**config.mk**
```make
export PLATFORM = sky130hd
export DESIGN_NAME = qlsf_ram
export DESIGN_NICKNAME = d
export VERILOG_FILES = /design/src/qlsf_ram.sv
export SDC_FILE = /design/constraint.sdc
export NUM_CORES = 1
export LEC_CHECK = 0
export ABC_CLOCK_PERIOD_IN_PS = 3400
export BUFFER_PORTS_ARGS = -buffer_cell sky130_fd_sc_hd__buf_2
export CAP_MARGIN = 30
export CORE_MARGIN = 4
export CORE_UTILIZATION = 55
export CTS_BUF_LIST = sky130_fd_sc_hd__clkbuf_16
export DETAILED_ROUTE_END_ITERATION = 7
export PLACE_DENSITY = 0.73
export SLEW_MARGIN = 20
export SYNTH_ARGS = -nofsm -noshare
export SYNTH_HDL_FRONTEND = slang
export SYNTH_SLANG_ARGS = --single-unit
```
**constraint.sdc**
```tcl
create_clock -name clock -period 3.4 [get_ports clock]
set_clock_uncertainty 0.05 [all_clocks]
set_input_delay 0.17 -clock clock [delete_from_list [all_inputs] [get_ports clock]]
set_output_delay 0.17 -clock clock [all_outputs]
set_load 0.03 [all_outputs]
```
**src/qlsf_ram.sv**
```systemverilog
// Generic RAM: one write port, two read ports with registered read data.
// No dependencies.
`timescale 1ns / 1ps

module qlsf_ram #(
   parameter int WIDTH = 8,
   parameter int DEPTH = 16
) (
   input  logic                     clock,
   input  logic                     wr_en,
   input  logic [$clog2(DEPTH)-1:0] wr_addr,
   input  logic [WIDTH-1:0]         wr_data,
   input  logic [$clog2(DEPTH)-1:0] rd_addr_a,
   input  logic [$clog2(DEPTH)-1:0] rd_addr_b,
   output logic [WIDTH-1:0]         rd_data_a,
   output logic [WIDTH-1:0]         rd_data_b
);

   logic [WIDTH-1:0] mem [DEPTH];

   always_ff @(posedge clock) begin
      if (wr_en) begin
         mem[wr_addr] <= wr_data;
      end
      rd_data_a <= mem[rd_addr_a];
      rd_data_b <= mem[rd_addr_b];
   end

endmodule

```
=== Yosys cells after proc, flatten, opt, wreduce, memory -nomap -nowiden ===
Memory sizes are Yosys's and may differ from the RTL's. A register that Yosys moved wholly into a read port is not among the register bits.
Cells that the tools add are included.

* Bits in registers: 0
* Memory bits (writable): 128
* Input port bits: 22
* Word-level logic and storage cells: 3
* Memories kept: 1

* Multiplexer cells: 2

{| class="wikitable"
|+ Memories
! memory !! depth !! bits a word !! rd ports !! clocked after memory_dff !! wr ports !! RTL line !! text
|-
| mem || 16 || 8 || 2 || 2 || 1 || 19 || <nowiki>logic [WIDTH-1:0] mem [DEPTH];</nowiki>
|}

{| class="wikitable"
|+ Operators with widths
! operator !! count
|-
| 1-bit two-way mux || 2
|}

=== Longest topological paths before layout ===
* Depth after elaboration: 2
* Mapped depth: 5

=== Worst setup path after synthesis ===
OpenSTA, ideal clock, no wires.

* Kind: input to register
* Start point: in wr_addr[2]
* End point: mem mem[0][0], enable pin
* Setup time: 383 ps
* Arrival: 1280 ps
* Data required time: 2967 ps
* Path slack: 1687 ps
* Cell stages on the path: 2
* Cells stage by stage: or3b_2 nor3_1

{| class="wikitable"
|+ RTL lines
! item !! RTL line !! text
|-
| start: declaration || 11 || <nowiki>input logic [$clog2(DEPTH)-1:0] wr_addr,</nowiki>
|-
| end: declaration || 19 ||
|}

Straight into the memory's write port.

==> impl_metrics.ini <==
[drt]
ant_nets = 0
wl_um = 13800
num_vias = 3427
vias_per_cell = 6.71
drc = 0
drt-wirelength-per-cell_um = 27.1
drtPass1Iterations = 4
drtIter0Drc = 319

[yosys]
yosysMostFrequentCell = edfxtp_1
synthTopCellsByArea = edfxtp_1 (61%), mux4_2 (12%), mux4_1 (12%)
yosysTopAreaCellShare = 0.606
synthCells = 307
synth_edf_count = 128
synth_area_leader_cell = edfxtp_1
synthFlopType = edfxtp_1
yosysUniqueCellTypes = 20
syn_nets = 329
syn_area_mm2 = 0.00635
synth_seq_cells = 144
ys_seq_area_frac = 0.656
avgSynthCellArea_um2 = 20.7
synth_common_cells = edfxtp_1 (128), mux4_2 (34), a22oi_1 (32), mux4_1 (28), nand2_1 (17)
ys_warn_count = 0
synthArstFlopShare = 0

[critical_path]
cp-start-kind = input pin
cpPeakStageDelay_ps = 690
worst_setup_path_end_kind = flop
worstSetupPathType = in2reg
cp_max_fo = 16
cp_num_buf_inv = 2
cpLargestDelayFamily = multiplexers
crit_arrival_ps = 1900
slowest_stage = mux4_4
crit_required_ps = 3640
path_cells = buf_2, buf_4, mux4_4, a22oi_1, nand2_1

[sta]
rsz0062_at_grt = no
timing.fmax_ghz = 0.604
relSlewSlack = 0.327
fin_ws_ps = 1740
finalMaxSlewViolations = 0
hold_viol = 0
finalSetupTns_ps = 0
worstMarginPinSlew_ps = 1010
setup_viol = 0
min_period_ps = 1660
fin_crit_sh = 0.487

[placement]
io_buffers = 37
place_ws_ps = 1300
gp_congestion = 0.769
dp_hpwl_um = 8590

[clock_tree]
cts.sinks = 144
root_buffer = clkbuf_16
clk_latency_ps = 410
numCtsBuffers = 17
clkSlewWorstSetupHoldPaths_ps = 60
post-cts-setup-buffer-count = 0
cts_hold_buffers = 0
clockBufferDepth = 2
tritoncts = built
htreeDepth = 4
cts_resized = 0

[grt]
grt_pass1_vias = 3417
grt_pass1_wl_um = 20700
antenna_found_initial = 0
grt-ovfl-total = 0
grt_max_degree = 33
track_usage = 0.225

[pwr]
p_total_mw = 4.28
p_seq_frac = 0.468
peakVddDrop_mv = 0.334
p_switching_mw = 0.881
p_int_mw = 3.40
power_switching_share = 0.206
power_density_mw_per_mm2 = 588
p_leak_nw = 2.54
pwr-share-comb = 0.076
pwr-share-clk = 0.456

[job]
drv_cap = 0

[outcome]
status = complete, no violations

[cells_and_area]
synthToLayoutAreaGrowth_pct = 14.6
diodes = 0
fin_util = 0.656
fin_nets = 380
drive_above_1_share = 0.315

[floorplan]
die_w_um = 115
start_util = 0.573
fp.dieArea_mm2 = 0.0133
placeableCoreArea_mm2 = 0.0111
io_pins = 38
die-height_um = 115
row_count = 38

[hold_path]
hold_path_class = in2reg
[flip-flops by register name, indices dropped and copies added, names as in the netlist]
name	flops
rd_data_b	8
rd_data_a	8
mem	128
[per-stage QoR]
stage                     cell area, µm²  std cells  hold WS, ps
after global placement              6590        472          503
after global routing                7270        511         78.4
final                               7270        511         93.8
after floorplan                     6350        307          219
after CTS                           7230        505         72.5
after detailed placement            6600        473          510
[cells in the final DEF, fill, tap and decap left out, drive strengths merged]
master	Yosys	final
nand2	17	17
clkinvlp	0	2
nor2b	2	2
mux4	64	64
nand3	1	1
nor3	4	4
buf	14	52
and2	2	2
clkinv	0	6
nand2b	2	2
nand3b	2	2
bufinv	0	5
a22oi	32	32
nor2	14	14
edfxtp	128	128
and2b	2	2
or3b	1	1
clkbuf	0	17
dfxtp	16	16
inv	0	2
[kinds of logic after synthesis]
family                 after synthesis  share of synthesized area
DFF                                144                      0.656
muxes                               64                      0.244
AOI/OAI and AO/OA                   32                     0.0379
buffers and inverters               20                     0.0272
and+or+nand+nor                     47                     0.0343
[path summary, 6_finish.rpt]
kind | from | to | slack [ps] | depth (start not counted)
worst max-delay path | rd_addr_a[0] | rd_data_a[0] | 1740 | 5
worst min-delay path | wr_data[0] | mem[4][0] | 90 | 1
worst max register to register | mem[3][0] | rd_data_a[0] | 1820 | 3
worst min register to register | mem[0][2] | rd_data_a[2] | 670 | 3
[power groups by stage]
stage,registers (mW),clock network [mW],logic [mW]
4_1_cts,2.00,1.97,0.327
6_report,2.00,1.95,0.326
3_3_place_gp,2.03,0,0.319
3_5_place_dp,2.04,0,0.325
5_1_grt,2.00,2.07,0.347
2_1_floorplan,2.08,0,0.179
[layer usage]
metal	GRT usage	vias up	share of wire
met1	0.314	1778	0.40
li1	-	1439	-
met4	0.0869	0	0.020
met3	0.0543	25	0.079
met5	0	-	0
met2	0.349	185	0.50
[worst register-to-register path, stage by stage (launching register included)]
cell and delay (ps):
edfxtp_1 410, mux4_4 620, a22oi_1 280, nand2_1 100
[area by class of cell]
class / count / area [µm²]
timing repair buffer: 52 / 298
tap: 140 / 175
fill: 740 / 3810
sequential: 144 / 4160
multi-input combinational: 143 / 2010
clock inverter: 15 / 200
clock buffer: 17 / 425
(Power assumes the default switching activity.)
